==> src/rtl/dsir_pkg.sv <==
// ----------------------------------------------------------------------------
// Display status / interrupt register package
// Shared item and result types, register offsets and line constants.
// ----------------------------------------------------------------------------
`default_nettype none

package dsir_pkg;

  typedef enum logic [1:0] {
    KIND_READ   = 2'd0,
    KIND_WRITE  = 2'd1,
    KIND_LINE   = 2'd2,
    KIND_HBLANK = 2'd3
  } kind_e;

  localparam logic [1:0] SIZE_BYTE = 2'd0;
  localparam logic [1:0] SIZE_HALF = 2'd1;

  localparam logic [15:0] REG_DISPSTAT = 16'h0004;
  localparam logic [15:0] REG_GATE     = 16'h0208;
  localparam logic [15:0] REG_IRQ_EN   = 16'h0210;
  localparam logic [15:0] REG_IRQ_FLAG = 16'h0214;

  localparam logic [8:0] VBLANK_LINE = 9'd192;
  localparam logic [8:0] LAST_LINE   = 9'd262;
  localparam logic [8:0] FB_FIRST    = 9'd2;
  localparam logic [8:0] FB_END      = 9'd194;

  localparam int unsigned IN_TDATA_W  = 64;
  localparam int unsigned OUT_TDATA_W = 72;

  typedef struct packed {
    kind_e        kind;
    logic [15:0]  reg_offset;
    logic [1:0]   access_size;
    logic [31:0]  write_data;
    logic [8:0]   line_number;
  } item_t;

  typedef struct packed {
    logic [31:0]  read_data;
    logic         vblank_dma;
    logic         hblank_dma;
    logic         framebuffer_dma;
    logic [31:0]  pending_flags;
  } result_t;

endpackage

`default_nettype wire

==> src/rtl/display_status_interrupt_regs_core.sv <==
// ----------------------------------------------------------------------------
// Display status and interrupt register block
// Stream wrapper: input beat register, register file, result register.
// ----------------------------------------------------------------------------
// Each input beat is a bus read, a masked bus write, a line-start event or an
// hblank-start event, and yields exactly one result beat carrying the read
// value, the three DMA trigger pulses and the flag register after the beat.
// The block takes one beat per cycle while the result side keeps up: a beat is
// held in the input register, is decoded against the register file there and
// lands in the result register. Write is_main_cpu only when idle.
`default_nettype none

module display_status_interrupt_regs_core (
  input  wire logic         clk_i,
  input  wire logic         rst_ni,
  input  wire logic         cfg_wr_en_i,
  input  wire logic         cfg_wr_data_i,   // is_main_cpu
  input  wire logic         s_axis_tvalid,
  output logic              s_axis_tready,
  // [15:0] reg_offset, [17:16] access_size, [49:18] write_data,
  // [58:50] line_number, [63:59] zero
  input  wire logic [63:0]  s_axis_tdata,
  input  wire logic [1:0]   s_axis_tuser,    // [1:0] kind
  output logic              m_axis_tvalid,
  input  wire logic         m_axis_tready,
  // [31:0] read_data, [32] vblank_dma, [33] hblank_dma, [34] framebuffer_dma,
  // [66:35] pending_flags, [71:67] zero
  output logic [71:0]       m_axis_tdata
);
  import dsir_pkg::*;

  logic    main_q;
  logic    in_valid_q;
  item_t   in_q;
  logic    out_valid_q;
  result_t out_q;
  result_t result;
  logic    advance;
  logic    s_fire;

  assign advance       = in_valid_q && (!out_valid_q || m_axis_tready);
  assign s_axis_tready = !in_valid_q || advance;
  assign s_fire        = s_axis_tvalid && s_axis_tready;

  always_ff @(posedge clk_i or negedge rst_ni) begin
    if (!rst_ni) begin
      main_q <= 1'b0;
    end else if (cfg_wr_en_i) begin
      main_q <= cfg_wr_data_i;
    end
  end

  always_ff @(posedge clk_i or negedge rst_ni) begin
    if (!rst_ni) begin
      in_valid_q  <= 1'b0;
      out_valid_q <= 1'b0;
    end else begin
      if (s_fire)       in_valid_q <= 1'b1;
      else if (advance) in_valid_q <= 1'b0;
      if (advance)            out_valid_q <= 1'b1;
      else if (m_axis_tready) out_valid_q <= 1'b0;
    end
  end

  always_ff @(posedge clk_i) begin
    if (s_fire) begin
      in_q.kind        <= kind_e'(s_axis_tuser);
      in_q.reg_offset  <= s_axis_tdata[15:0];
      in_q.access_size <= s_axis_tdata[17:16];
      in_q.write_data  <= s_axis_tdata[49:18];
      in_q.line_number <= s_axis_tdata[58:50];
    end
    if (advance) out_q <= result;
  end

  dsir_regs u_regs (
    .clk_i         (clk_i),
    .rst_ni        (rst_ni),
    .step_i        (advance),
    .item_i        (in_q),
    .is_main_cpu_i (main_q),
    .result_o      (result)
  );

  assign m_axis_tvalid = out_valid_q;
  assign m_axis_tdata  = {5'b0, out_q.pending_flags, out_q.framebuffer_dma,
                          out_q.hblank_dma, out_q.vblank_dma, out_q.read_data};

  a_rd_zero_non_read : assert property (@(posedge clk_i) disable iff (!rst_ni)
    advance && (in_q.kind != KIND_READ) |=> out_q.read_data == 32'd0)
    else $error("read data nonzero on a non-read beat");

  a_dma_main_only : assert property (@(posedge clk_i) disable iff (!rst_ni)
    advance && !main_q |=> !out_q.hblank_dma && !out_q.framebuffer_dma)
    else $error("hblank/framebuffer DMA trigger without main processor");

  a_dma_exclusive : assert property (@(posedge clk_i) disable iff (!rst_ni)
    out_valid_q |-> !(out_q.vblank_dma && out_q.hblank_dma))
    else $error("vblank and hblank DMA triggers in one beat");

endmodule

`default_nettype wire

==> src/rtl/dsir_regs.sv <==
// ----------------------------------------------------------------------------
// Display status / interrupt register file
// Holds status, enables and flags; decodes one beat and forms its result.
// ----------------------------------------------------------------------------
`default_nettype none

module dsir_regs (
  input  wire logic             clk_i,
  input  wire logic             rst_ni,
  input  wire logic             step_i,
  input  wire dsir_pkg::item_t  item_i,
  input  wire logic             is_main_cpu_i,
  output dsir_pkg::result_t     result_o
);
  import dsir_pkg::*;

  logic        in_vblank_q, in_vblank_d;
  logic        in_hblank_q, in_hblank_d;
  logic        in_match_q, in_match_d;
  logic [8:0]  line_cmp_q, line_cmp_d;
  logic        vblank_ie_q, vblank_ie_d;
  logic        hblank_ie_q, hblank_ie_d;
  logic        match_ie_q, match_ie_d;
  logic        gate_q, gate_d;
  logic [31:0] irq_en_q, irq_en_d;
  logic [31:0] irq_flag_q, irq_flag_d;

  logic [31:0] mask;
  logic [31:0] wdata;
  logic [15:0] reg_addr;
  logic [8:0]  line;

  assign reg_addr = {item_i.reg_offset[15:2], 2'b00};
  assign line     = item_i.line_number;

  always_comb begin
    unique case (item_i.access_size)
      SIZE_BYTE: mask = 32'h0000_00ff << {item_i.reg_offset[1:0], 3'b000};
      SIZE_HALF: mask = item_i.reg_offset[1] ? 32'hffff_0000 : 32'h0000_ffff;
      default:   mask = 32'hffff_ffff;
    endcase
  end

  assign wdata = item_i.write_data & mask;

  always_comb begin
    in_vblank_d = in_vblank_q;
    in_hblank_d = in_hblank_q;
    in_match_d  = in_match_q;
    line_cmp_d  = line_cmp_q;
    vblank_ie_d = vblank_ie_q;
    hblank_ie_d = hblank_ie_q;
    match_ie_d  = match_ie_q;
    gate_d      = gate_q;
    irq_en_d    = irq_en_q;
    irq_flag_d  = irq_flag_q;

    result_o.read_data       = '0;
    result_o.vblank_dma      = 1'b0;
    result_o.hblank_dma      = 1'b0;
    result_o.framebuffer_dma = 1'b0;

    unique case (item_i.kind)
      KIND_READ: begin
        unique case (reg_addr)
          REG_DISPSTAT: begin
            result_o.read_data = {7'b0, line, line_cmp_q[7:0], line_cmp_q[8], 1'b0,
                                  match_ie_q, hblank_ie_q, vblank_ie_q,
                                  in_match_q, in_hblank_q, in_vblank_q};
          end
          REG_GATE: begin
            result_o.read_data = {31'b0, gate_q};
          end
          REG_IRQ_EN: begin
            result_o.read_data = irq_en_q;
          end
          REG_IRQ_FLAG: begin
            result_o.read_data = irq_flag_q;
          end
          default: ;
        endcase
      end
      KIND_WRITE: begin
        unique case (reg_addr)
          REG_DISPSTAT: begin
            if (|mask[15:8]) line_cmp_d[7:0] = wdata[15:8];
            if (mask[7])     line_cmp_d[8]   = wdata[7];
            if (|mask[5:0]) begin
              match_ie_d  = wdata[5];
              hblank_ie_d = wdata[4];
              vblank_ie_d = wdata[3];
            end
          end
          REG_GATE: begin
            if (mask[0]) gate_d = wdata[0];
          end
          REG_IRQ_EN: begin
            irq_en_d = (irq_en_q & ~mask) | wdata;
          end
          REG_IRQ_FLAG: begin
            // write one to clear
            irq_flag_d = irq_flag_q & ~wdata;
          end
          default: ;
        endcase
      end
      KIND_LINE: begin
        in_hblank_d = 1'b0;
        in_match_d  = 1'b0;
        if (line == VBLANK_LINE) begin
          in_vblank_d = 1'b1;
          if (vblank_ie_q) irq_flag_d[0] = 1'b1;
          result_o.vblank_dma = 1'b1;
        end
        if (line == LAST_LINE) in_vblank_d = 1'b0;
        result_o.framebuffer_dma = is_main_cpu_i && (line >= FB_FIRST) && (line < FB_END);
        if (line_cmp_q == line) begin
          in_match_d = 1'b1;
          if (match_ie_q) irq_flag_d[2] = 1'b1;
        end
      end
      KIND_HBLANK: begin
        in_hblank_d = 1'b1;
        if (hblank_ie_q) irq_flag_d[1] = 1'b1;
        result_o.hblank_dma = is_main_cpu_i && (line < VBLANK_LINE);
      end
      default: ;
    endcase

    result_o.pending_flags = irq_flag_d;
  end

  always_ff @(posedge clk_i or negedge rst_ni) begin
    if (!rst_ni) begin
      in_vblank_q <= 1'b0;
      in_hblank_q <= 1'b0;
      in_match_q  <= 1'b0;
      line_cmp_q  <= '0;
      vblank_ie_q <= 1'b0;
      hblank_ie_q <= 1'b0;
      match_ie_q  <= 1'b0;
      gate_q      <= 1'b0;
      irq_en_q    <= '0;
      irq_flag_q  <= '0;
    end else if (step_i) begin
      in_vblank_q <= in_vblank_d;
      in_hblank_q <= in_hblank_d;
      in_match_q  <= in_match_d;
      line_cmp_q  <= line_cmp_d;
      vblank_ie_q <= vblank_ie_d;
      hblank_ie_q <= hblank_ie_d;
      match_ie_q  <= match_ie_d;
      gate_q      <= gate_d;
      irq_en_q    <= irq_en_d;
      irq_flag_q  <= irq_flag_d;
    end
  end

endmodule

`default_nettype wire
==> config.mk <==
export PLATFORM = sky130hd
export DESIGN_NAME = display_status_interrupt_regs_core
export DESIGN_NICKNAME = d
export VERILOG_FILES = /design/src/rtl/dsir_pkg.sv /design/src/rtl/display_status_interrupt_regs_core.sv /design/src/rtl/dsir_regs.sv
export SDC_FILE = /design/constraint.sdc
export NUM_CORES = 1
export LEC_CHECK = 0
export BUFFER_PORTS_ARGS = -buffer_cell sky130_fd_sc_hd__buf_2
export CAP_MARGIN = 20
export CORE_UTILIZATION = 42
export CTS_CLUSTER_SIZE = 12
export DETAILED_ROUTE_END_ITERATION = 8
export GPL_TIMING_DRIVEN = 0
export PLACE_DENSITY = 0.69
export SYNTH_ARGS = -nofsm -noshare
export SYNTH_HDL_FRONTEND = slang
export SYNTH_SLANG_ARGS = --single-unit
==> constraint.sdc <==
create_clock -name clk_i -period 4.6 [get_ports clk_i]
set_input_delay 0.46 -clock clk_i [delete_from_list [all_inputs] [get_ports clk_i]]
set_output_delay 0.46 -clock clk_i [all_outputs]
set_load 0.05 [all_outputs]
# After elaboration in Yosys (flattened, before gate mapping)

Index checks and enable logic that the tools add are counted.

$lt $le $gt $ge: 3
Equal/unequal tests: 11
Shift-type cells: 1
Mux-type cells: 22
Bitwise logic cells: 6
Reduce and logical (&&, ||, !) cells: 25

Operators by type and width:

| kind                                                                                 | number |
|---|---|
| 32-bit one-hot mux with 4 select lines                                               | 1 |
| 32-bit AND                                                                           | 3 |
| 32-bit 2-to-1 mux                                                                    | 2 |
| 32-bit inverter                                                                      | 2 |
| 32-bit one-hot mux with 2 select lines                                               | 1 |
| 14-bit by 8-bit equality test with 1-bit output (second input constant)              | 3 |
| 32-bit OR                                                                            | 1 |
| 8-bit by 5-bit left shift with 32-bit output (first input constant)                  | 1 |
| 29-bit 2-to-1 mux                                                                    | 1 |
| 9-bit by 8-bit < comparator with 1-bit output (second input constant)                | 2 |
| 4-bit AND reduction                                                                  | 4 |
| 14-bit by 1-bit equality test with 1-bit output (second input constant)              | 1 |
| 1-bit 2-to-1 mux                                                                     | 13 |
| 9-bit by 8-bit equality test with 1-bit output (second input constant)               | 1 |
| 9-bit equality test                                                                  | 1 |
| 9-bit equality test (second input constant)                                          | 1 |
| 9-bit by 2-bit greater-or-equal comparator with 1-bit output (second input constant) | 1 |
| 1-bit one-hot mux with 2 select lines                                                | 4 |
| 2-bit nonzero test                                                                   | 4 |
| 8-bit OR reduction                                                                   | 1 |
| 3-bit AND reduction                                                                  | 2 |
| 6-bit OR reduction                                                                   | 1 |
| 1-bit logical AND                                                                    | 5 |
| 2-bit by 1-bit equality test with 1-bit output (second input constant)               | 2 |
| 5 further kinds                                                                      | 10 |

Bits in registers: 211
Input port bits: 72

# Logic depth before layout (Yosys ltp)

Gate-level depths: netlist of the first run.

Depth in word-level cells: 7
Depth in mapped cells: 7

# Cells and area by module

A second synthesis of the first run with hierarchy kept.

Cell total of the unflattened synthesis: 522
Area, all modules: 8287.9 um^2

Modules (own cells, without submodules):

| module                             | times used | cells an instance | area each (um^2) | sequential area each (um^2) |
|---|---|---|---|---|
| dsir_regs                          | 1          | 378               | 4262.8           | 2001.9 |
| display_status_interrupt_regs_core | 1          | 144               | 4025.1           | 3918.8 |

# Worst setup path after synthesis of the first run

No wires, ideal clock.

Kind: reg-to-reg
Start: register out_valid_q (netlist: m_axis_tvalid)
End: register u_regs.in_vblank_q
Setup time: 125 ps
Arrival time: 3671 ps
Required time: 4475 ps
Setup slack: 804 ps
Cell stages (with the launch flop): 6
Path buffers: 1
Period minus slack after synthesis: 3796 ps
Cell sequence: dfrtp_1 -> nand2b_1 -> and2_1 -> buf_1 -> nand2_1 -> o31a_1

Word-level cells in the longest chain between the ends: 4

RTL lines:

| element                              | RTL line                                 | text |
|---|---|---|
| start, declared                      | display_status_interrupt_regs_core.sv:35 | `logic out_valid_q;` |
| start signal, assigned               | display_status_interrupt_regs_core.sv:56 | `out_valid_q <= 1'b0;` |
| start signal, assigned               | display_status_interrupt_regs_core.sv:60 | `if (advance) out_valid_q <= 1'b1;` |
| start signal, assigned               | display_status_interrupt_regs_core.sv:61 | `else if (m_axis_tready) out_valid_q <= 1'b0;` |
| 1-bit logical NOT                    | display_status_interrupt_regs_core.sv:41 | `assign advance = in_valid_q && (!out_valid_q \|\| m_axis_tready);` |
| 1-bit logical OR                     | display_status_interrupt_regs_core.sv:41 |  |
| 1-bit logical AND                    | display_status_interrupt_regs_core.sv:41 |  |
| net advance                          | display_status_interrupt_regs_core.sv:38 | `logic advance;` |
| 3-bit AND reduction (no source line) | --                                       |  |
| end signal, assigned                 | dsir_regs.sv:146                         | `in_vblank_q <= in_vblank_d;` |
| end, declared                        | dsir_regs.sv:17                          | `logic in_vblank_q, in_vblank_d;` |

The timed path passes the listed nets, and every way through them passes these cells.
A chain may end at the register's enable or synchronous reset.

==> results of run 1 <==
==> where the power goes <==
part           total, mW  leakage (nW)  switching (mW)  internal [mW]
combinational      0.346          1.52           0.258         0.0878
sequential          2.15          2.38          0.0431           2.11
clock               1.71         0.347           0.683           1.03
==> worst register-to-register path: stages (launching register included) <==
cell	delay [ps]
edfxtp_1	400
nor4_1	400
and3_1	360
o21ai_0	270
nor2_1	670
a21boi_0	240
==> metrics by stage <==
step,hold slack (ps),setup TNS (ps),total power [mW],area (um2)
5_1_grt,114,0,4.37,10200
6_report,136,0,4.21,10200
2_1_floorplan,164,0,2.41,8430
4_1_cts,119,0,4.26,10200
3_3_place_gp,460,-847,2.52,9430
3_5_place_dp,469,0,2.54,9530
==> worst max-delay path by stage <==
| stage | start | endpoint | slack [ps] | cells past startpoint |
|---|---|---|---|---|
| 2_1_floorplan | m_axis_tvalid$_DFFE_PN0P_ | u_regs.in_vblank_q$_DFFE_PN0P_ | 800 | 5 |
| 5_1_grt | in_q[46]$_DFFE_PP_ | m_axis_tdata[50]$_DFFE_PP_ | 1680 | 5 |
| 4_1_cts | in_q[46]$_DFFE_PP_ | m_axis_tdata[50]$_DFFE_PP_ | 1950 | 5 |
| 3_5_place_dp | in_q[55]$_DFFE_PP_ | u_regs.irq_flag_q[20]$_DFFE_PN0P_ | 1990 | 5 |
| 6_report | in_q[46]$_DFFE_PP_ | m_axis_tdata[50]$_DFFE_PP_ | 1970 | 5 |
| 3_3_place_gp | m_axis_tready | u_regs.in_vblank_q$_DFFE_PN0P_ | -370 | 6 |
==> logic make-up (layout without fill, tap and decap cells) <==
logic type	count (synthesis)	count (layout)	synth area share
AND/OR/NAND/NOR	113	113	0.0723
other	1	5	0.000446
flip-flops	211	211	0.704
buffers and inverters	25	206	0.0138
multiplexers	79	79	0.104
adder cells (fa/ha/maj)	4	4	0.00595
AO/OA/AOI/OAI	104	104	0.0898
XOR/XNOR	9	9	0.00937
==> layout make-up <==
class                   count  area (um2)
fillers                  1662        9290
flip-flops and latches    211        5920
multi-input cells         314        2390
repair buffers            140         774
clock buffers              36         654
well taps                 265         332
plain buffers              17        87.6
clock inverters             5        50.0
inverters                   8        30.0
==> cell usage in the layout, fill, tap and decap left out, types with 3 or more instances in the layout <==
cell	instances
xor2_1	7
and2_1	4
a21boi_0	55
clkbuf_1	18
clkbuf_8	3
dfrtp_1	83
buf_4	6
nor2_4	4
a31oi_1	4
nor2b_1	4
ha_1	4
nand3_1	8
o21ai_0	7
conb_1	5
nor3_1	4
inv_1	8
and3_1	4
nand2_1	9
a21oi_1	5
nand4_1	3
or3_1	3
mux2_2	66
buf_2	138
clkinv_2	4
mux2_1	4
clkbuf_16	23
nor2_1	49
a22oi_1	23
mux2i_1	9
nand2b_1	7
nor4_1	3
edfxtp_1	128
==> metal layers <==
layer	wire length, um	vias up	part of all wire
met1	7940	2540	0.43
li1	-	2388	-
met3	1040	29	0.057
met4	315	0	0.017
met5	0	-	0
met2	9010	166	0.49
==> run summary, run 1 <==
At the pin with the least slew margin, the transition time is roughly 900 ps. The final wirelength came out at between 15000 and 20000 um. After detailed routing, the number of remaining DRC violations is 0. The post-CTS setup-driven buffer insertion count came out at 0. Measured along the y axis, the die boundary spans roughly 140 um. Among cell families on the critical path, the largest total delay comes from simple AND/OR/NAND/NOR gates. STA classifies the critical path endpoint as a flip-flop. The via density per instance is ~5.1. Measured in cells, the most critical reg-to-reg path has a length of 5. The internal reg-to-reg setup slack came out at 1970 ps.

Clock-pin slew was measured on the worst setup and hold paths at ~60 ps. The hold path depth came out at 1. In this run the critical register-to-register path is captured at m_axis_tdata[50]$_DFFE_PP_. After synthesis, the mean cell area works out to around 15 um2. The top achievable clock speed is 381 MHz. The x dimension of the die came out at roughly 140 um. The nature of the critical path startpoint is a flip-flop. After clock tree synthesis, the repair step resized 0 gates. The share of synthesized area in the top cell type comes to 0.457. The met2 capacity usage during global routing came out at 0.303.

The HPWL reported at the end of detailed placement came out at between 10000 and 15000 um. TritonCTS built the clock tree. The sequential fraction of the synthesis area came out at 0.704. The largest net degree at the start of global routing is between 60 and 70. The worst path needs approximately 2600 ps of the cycle, external delays included.

The delay of the slowest critical-path stage came out at between 600 and 700 ps. Setup repair after global routing left no endpoint under its margin. The first-pass GRT wire length came out at between 20000 and 30000 um. The required arrival time at the worst endpoint came out at approximately 4800 ps. Of the cells placed in the final design, the portion with a size suffix greater than 1 is 0.352. The fraction of the core area covered by cells at the end of the flow came out at 0.524. On the critical path, the stage with the largest delay is an instance of nor2_1. Data on the critical path arrives at its endpoint at approximately 2800 ps. In the synthesized netlist the dominant register cell turns out to be edfxtp_1. The number of antenna violations at the first check in global routing came out at 0. The number of hold violations in the final report came out at 0. The weighted congestion at the end of routability-driven global placement came out at 0.870. CTS built an H-tree with a depth of 1. In this run the most critical hold path is launched from s_axis_tdata[42].

The number of maximum-capacitance constraint violations came out at 0. The clock arrives with 10.7 ps of skew. The most common cell in the synthesized netlist is edfxtp_1. The initial standard-cell utilization of the core is 0.431. The distinct cell type count after synthesis came out at 51. The start of the worst register-to-register path is in_q[46]$_DFFE_PP_.

The detailed-router iteration count before antenna repair came out at 5. The end point of the most critical hold path is in_q[33]$_DFFE_PP_. From synthesis to final layout, the design area changed by 21.7%. The worst slew margin relative to its limit is 0.394. In this run the standard cell core region covers ~20000 um2. The number of nets in the final layout came out at just under 800. The number of DRC markers in iteration 0 came out at about 280. The clock buffer count from CTS came out at 23. Leaving out filler cells and counting taps, the final layout contains about 1000. The via count of the first global-routing pass is between 5000 and 6000.

The maximum count of clock buffers along a single path is 3. For this design the ratio of total power to cell area is about 400 nW/um2. After detailed placement, the design holds a cell count of 954.

Setup violations remaining at the end of the flow were counted as 0. The routed length per placed instance is ~18 um. The peak supply drop is 0.269 mV.

The total routing usage reported by global routing is 0.183. The number of top-level pins is between 100 and 150. Traced cell by cell, the critical path runs through nor4_1 > and3_1 > o21ai_0 > nor2_1 > a21boi_0.

The highest net fanout along the worst path is 8. The total standard cell area after synthesis came out at approximately 8400 um2. The final setup slack of the worst path came out at between 1500 and 2000 ps. The met3 routing resource usage after global routing is 0.0307.

The proportion of synthesized flip-flops having asynchronous set or reset came out at 0.393. Counting flops and latches in the post-synthesis netlist gives 211. The worst setup slack after placement is 1990 ps.

The cell taking the most area after synthesis is edfxtp_1. Counting flops with a built-in enable in the synthesized netlist gives roughly 130. The number of warnings printed during yosys synthesis came out at 0.

The final number of max-transition violations came to 0. The kind of path behind the tightest hold check is in2reg. The total number of vias came out at between 5000 and 6000. The layer flagged by global routing as most heavily used is met2. The number of cell rows came out at 51. The number of antenna cells inserted is 0.

The number of sinks on the clock net is between 200 and 250. The buffering stage count on the worst path with inverters included is 0. The floorplan step defined a die boundary enclosing 20600 um2. CTS placed an instance of clkbuf_16 at the clock tree root. After clock tree synthesis, the flow added hold-fix buffers numbering 1. The count of input and output buffers is around 140. The instance count of the mapped netlist is 546. For this design the static power due to leakage is about 4.2 nW.

The commonest cells after synthesis are edfxtp_1, dfrtp_1, mux2_2, a21boi_0, nor2_1. By area the synthesized netlist is led by edfxtp_1, dfrtp_1, mux2_2. By startpoint and endpoint, the worst setup path is classified as reg2reg. The final cycle utilization of the critical path is 0.571. In the global route stage, met1 resource usage came out at 0.248. At the later pin of the worst-skew pair, clock insertion delay measures 500 ps. The remaining number of nets flagged by the antenna check after routing came out at 0.

The run finished with clean final reports. The final global-route overflow total came out at 0.
(Power assumes the default switching activity.)
==> run 2, diff against run 1 <==
--- a/config.mk
+++ b/config.mk
@@ -5,13 +5,14 @@
 export SDC_FILE = /design/constraint.sdc
 export NUM_CORES = 1
 export LEC_CHECK = 0
+export ABC_AREA = 1
 export BUFFER_PORTS_ARGS = -buffer_cell sky130_fd_sc_hd__buf_2
 export CAP_MARGIN = 20
 export CORE_UTILIZATION = 42
 export CTS_CLUSTER_SIZE = 12
 export DETAILED_ROUTE_END_ITERATION = 8
 export GPL_TIMING_DRIVEN = 0
-export PLACE_DENSITY = 0.69
+export PLACE_DENSITY = 0.71
 export SYNTH_ARGS = -nofsm -noshare
 export SYNTH_HDL_FRONTEND = slang
 export SYNTH_SLANG_ARGS = --single-unit
==> constraint.sdc (replaced) <==
create_clock -name clk_i -period 2.3 [get_ports clk_i]
set_input_delay 0.23 -clock clk_i [delete_from_list [all_inputs] [get_ports clk_i]]
set_output_delay 0.23 -clock clk_i [all_outputs]
set_load 0.05 [all_outputs]
==> run summary, run 2 <==
The flow ran to the end, and the final reports show no timing, DRC or antenna violations. By startpoint and endpoint, the worst setup path is classified as reg2reg. Counting distinct cell types in the post-synthesis netlist gives 41. In this run, synthesis produced a sequential element count of roughly 210. The first global-routing pass estimated around 34000 um of wire. The power density over cell area is about 800 nW/um2. CTS placed an instance of clkbuf_16 at the clock tree root.

The initial standard-cell utilization of the core is 0.428. The number of failing setup endpoints in the final timing report came out at 0. The largest net degree at the start of global routing is 68. The weighted congestion at the end of routability-driven global placement is about 0.9. The critical path goes through nor2_1 > nand3_1 > clkinv_1 > nand2_2 > nand4_2 > nand2_2 > buf_2 > nor2_1. The via count of the first global-routing pass is 6485.

The highest net fanout along the worst path is 10. The number of nets in the final layout is between 1000 and 1500. For this run, design rule violations remaining after detail routing come to 0. After synthesis, the largest family of logic cells by area is simple AND/OR/NAND/NOR gates. After synthesis, the cell types taking the most area are edfxtp_1, dfrtp_1, nand2_1. The proportion of synthesized flip-flops having asynchronous set or reset is 0.393. Summed over all instances, the cell type with the most area after synthesis is edfxtp_1.

The arrival time of data at the critical path endpoint came out at about 2500 ps. The number of DRC markers in iteration 0 came out at around 590. The area of the multi-input gates is roughly 2100 um2. The average footprint of a synthesized cell is 11.0 um2. In this run the cell area of the synthesized design comes to 8660 um2. The synthesized-area fraction occupied by and/or/nand/nor cells came out at 0.139. The final layout contains routed wiring with a total length of about 22000 um. In the final routed layout, each cell accounts on average for between 15 and 20 um. In this run the vertical extent of the chip is about 150 um. The kind of path behind the tightest hold check is in2reg. The area share of xor/xnor cells in the synthesized design is 0.00506.

For this design, the slowest cell found on the critical path is clkinv_1. Across the VDD grid, the largest voltage drop is around 0.56 mV. The proportion of synthesized area in mux cells is 0.00130. The post-synthesis to final-layout area growth is 28.9%.

The worst setup path is launched from a flip-flop. The fraction of post-synthesis cell area in the top cell type by area came out at 0.444. The power consumption is slightly below 9 mW. The sequential fraction of the synthesis area is 0.684. The buffering stage count on the worst path with inverters included came out at 2. The detailed-router iteration count before antenna repair is 5. Buffers added to address setup during post-CTS repair amount to 0. The count of input and output buffers came out at about 140. The via density per instance is 5.06. The number of maximum-capacitance constraint violations came out at 0. between 100 and 150 I/O pins were placed. The final worst clock skew is between 15 and 20 ps. The HPWL reported at the end of detailed placement came out at between 10000 and 15000 um. The instance count of the mapped netlist is 788. The number of cell rows came out at 52. The adder-cell share of the synthesized area is 0.00578. In the synthesized netlist, the cells that appear most often are nand2_1, edfxtp_1, inv_1, dfrtp_1, nor2_1. The total number of vias came out at ~6600. The number of antenna violations at the first check in global routing came out at 0. At the later pin of the worst-skew pair, clock insertion delay measures around 520 ps. Grouping stages by cell kind, the critical path spends the most delay in simple AND/OR/NAND/NOR gates. The clock buffer count from CTS came out at 23. In the layout the commonest cells are nand2_1, buf_2, edfxtp_1. The leakage power came out at 4.98 nW. The worst setup path is captured at a flip-flop. The number of fill cells in the layout is about 1800. The sequential cell area in the final layout came out at slightly below 6000 um2. The maximum count of clock buffers along a single path came out at 3. The floorplan step defined a die boundary enclosing 21200 um2. The top achievable clock speed came out at between 400 and 500 MHz. At the pin with the least slew margin, the transition time is 860 ps. The area fraction in compound gates after synthesis was 0.0932.

The number of sinks on the clock net came out at between 200 and 250. The accumulated negative setup slack is 0 ps. Setup repair after global routing could not meet its margin everywhere. The x dimension of the die came out at ~150 um.

The worst slew margin relative to its limit came out at 0.412. Subtracting the final worst setup slack from the clock period gives 2210 ps. The TritonCTS clock tree is done. The number of antenna diodes in the final layout is 0. The count of H-tree levels built during CTS came out at 1.

The share of cells above drive strength 1 came out at 0.215. Yosys instantiated no cell more often than nand2_1. The final cycle utilization of the critical path is 0.961.

Among all flip-flop cells after synthesis, the most frequent one is edfxtp_1. The total routing usage reported by global routing is 0.211. The worst setup slack after placement is between 80 and 90 ps. The number of hold violations in the final report came to 0. The final number of max-transition violations is 0. The count of flip-flops with a built-in enable after synthesis is 128. Yosys printed 0 warnings.

Setup slack closes at a little under 90 ps. The delay of the slowest critical-path stage is ~330 ps. The clock transition at the registers of the reported paths came out at 60 ps. The final global-route overflow total is 0. The core outline area came out at around 20000 um2. The remaining number of nets flagged by the antenna check after routing is 0. The required arrival time at the worst endpoint came out at 2550 ps.
==> run 2: cell types whose count changed after synthesis, sizes merged, moves of 17 or more <==
| cell | previous run | this run |
|---|---|---|
| o21ai | 7 | 59 |
| mux2 | 70 | 1 |
| inv | 8 | 118 |
| a21boi | 55 | 0 |
| nand3 | 8 | 34 |
| a22oi | 23 | 0 |
| a21oi | 5 | 48 |
| a31oi | 4 | 21 |
| nand2 | 9 | 151 |
==> run 2: per-stage QoR <==
step	hold WS, ps	utilization	instances	instance area (um2)
6_report	21.4	0.552	1306	11200
4_1_cts	22.4	0.551	1306	11200
3_3_place_gp	407	0.480	1197	9710
2_1_floorplan	-65.6	-	792	8690
5_1_grt	35.1	0.552	1306	11200
3_5_place_dp	127	0.484	1200	9790
==> run 2: final timing paths <==
path	startpoint	end	slack, ps	depth (start not counted)
setup / recovery	in_q[54]$_DFFE_PP_	m_axis_tdata[24]$_SDFFCE_PP0P_	90	8
hold / removal	m_axis_tready	in_valid_q$_DFFE_PN0P_	20	4
setup reg to reg	in_q[54]$_DFFE_PP_	m_axis_tdata[24]$_SDFFCE_PP0P_	90	8
hold reg to reg	flip-flop	flip-flop	470	2
max in group asynchronous	rst_ni	asynchronous set/reset pin	1520	3
min in group asynchronous	rst_ni	in_valid_q$_DFFE_PN0P_	140	2
==> run 2: power by group <==
group,switching (mW),internal [mW],leakage (nW)
clock,1.45,2.11,0.351
sequential,0.0763,4.27,2.19
combinational,0.751,0.265,2.44
total,2.28,6.64,4.98
==> run 2: worst register-to-register path, cell delays in order (launching register included) <==
cell and delay [ps]:
edfxtp_1 320, nor2_1 50, nand3_1 150, clkinv_1 340
nand2_2 280, nand4_2 140, nand2_2 240, buf_2 300
nor2_1 110
==> run 2: kinds of logic after synthesis <==
family	count (synthesis)
buffers and inverters	147
adders and majority gates	4
muxes	1
and+or+nand+nor	272
DFF	211
other	1
xor gates and xnor gates	5
AOI/OAI and AO/OA	147
==> run 2: timing repair <==
action,4_1_cts,5_1_grt
endpoints found under the hold margin,146,0
endpoints found under the setup margin,0,10
hold buffers,65,0
resized for setup,0,4
==> run 2: layout make-up <==
class	count	share of cell area
sequential	211	0.531
multi-input combinational	434	0.192
timing repair buffer	203	0.126
clock buffer	34	0.0562
inverter	119	0.0406
tap	270	0.0303
buffer	28	0.0161
clock inverter	7	0.00796
==> run 2: routing by layer <==
metal	vias to the layer above	GRT usage	part of all wire
met5	-	0	0
met1	3155	0.277	0.41
li1	3106	-	-
met2	304	0.357	0.49
met3	48	0.0301	0.073
met4	0	0.0763	0.031
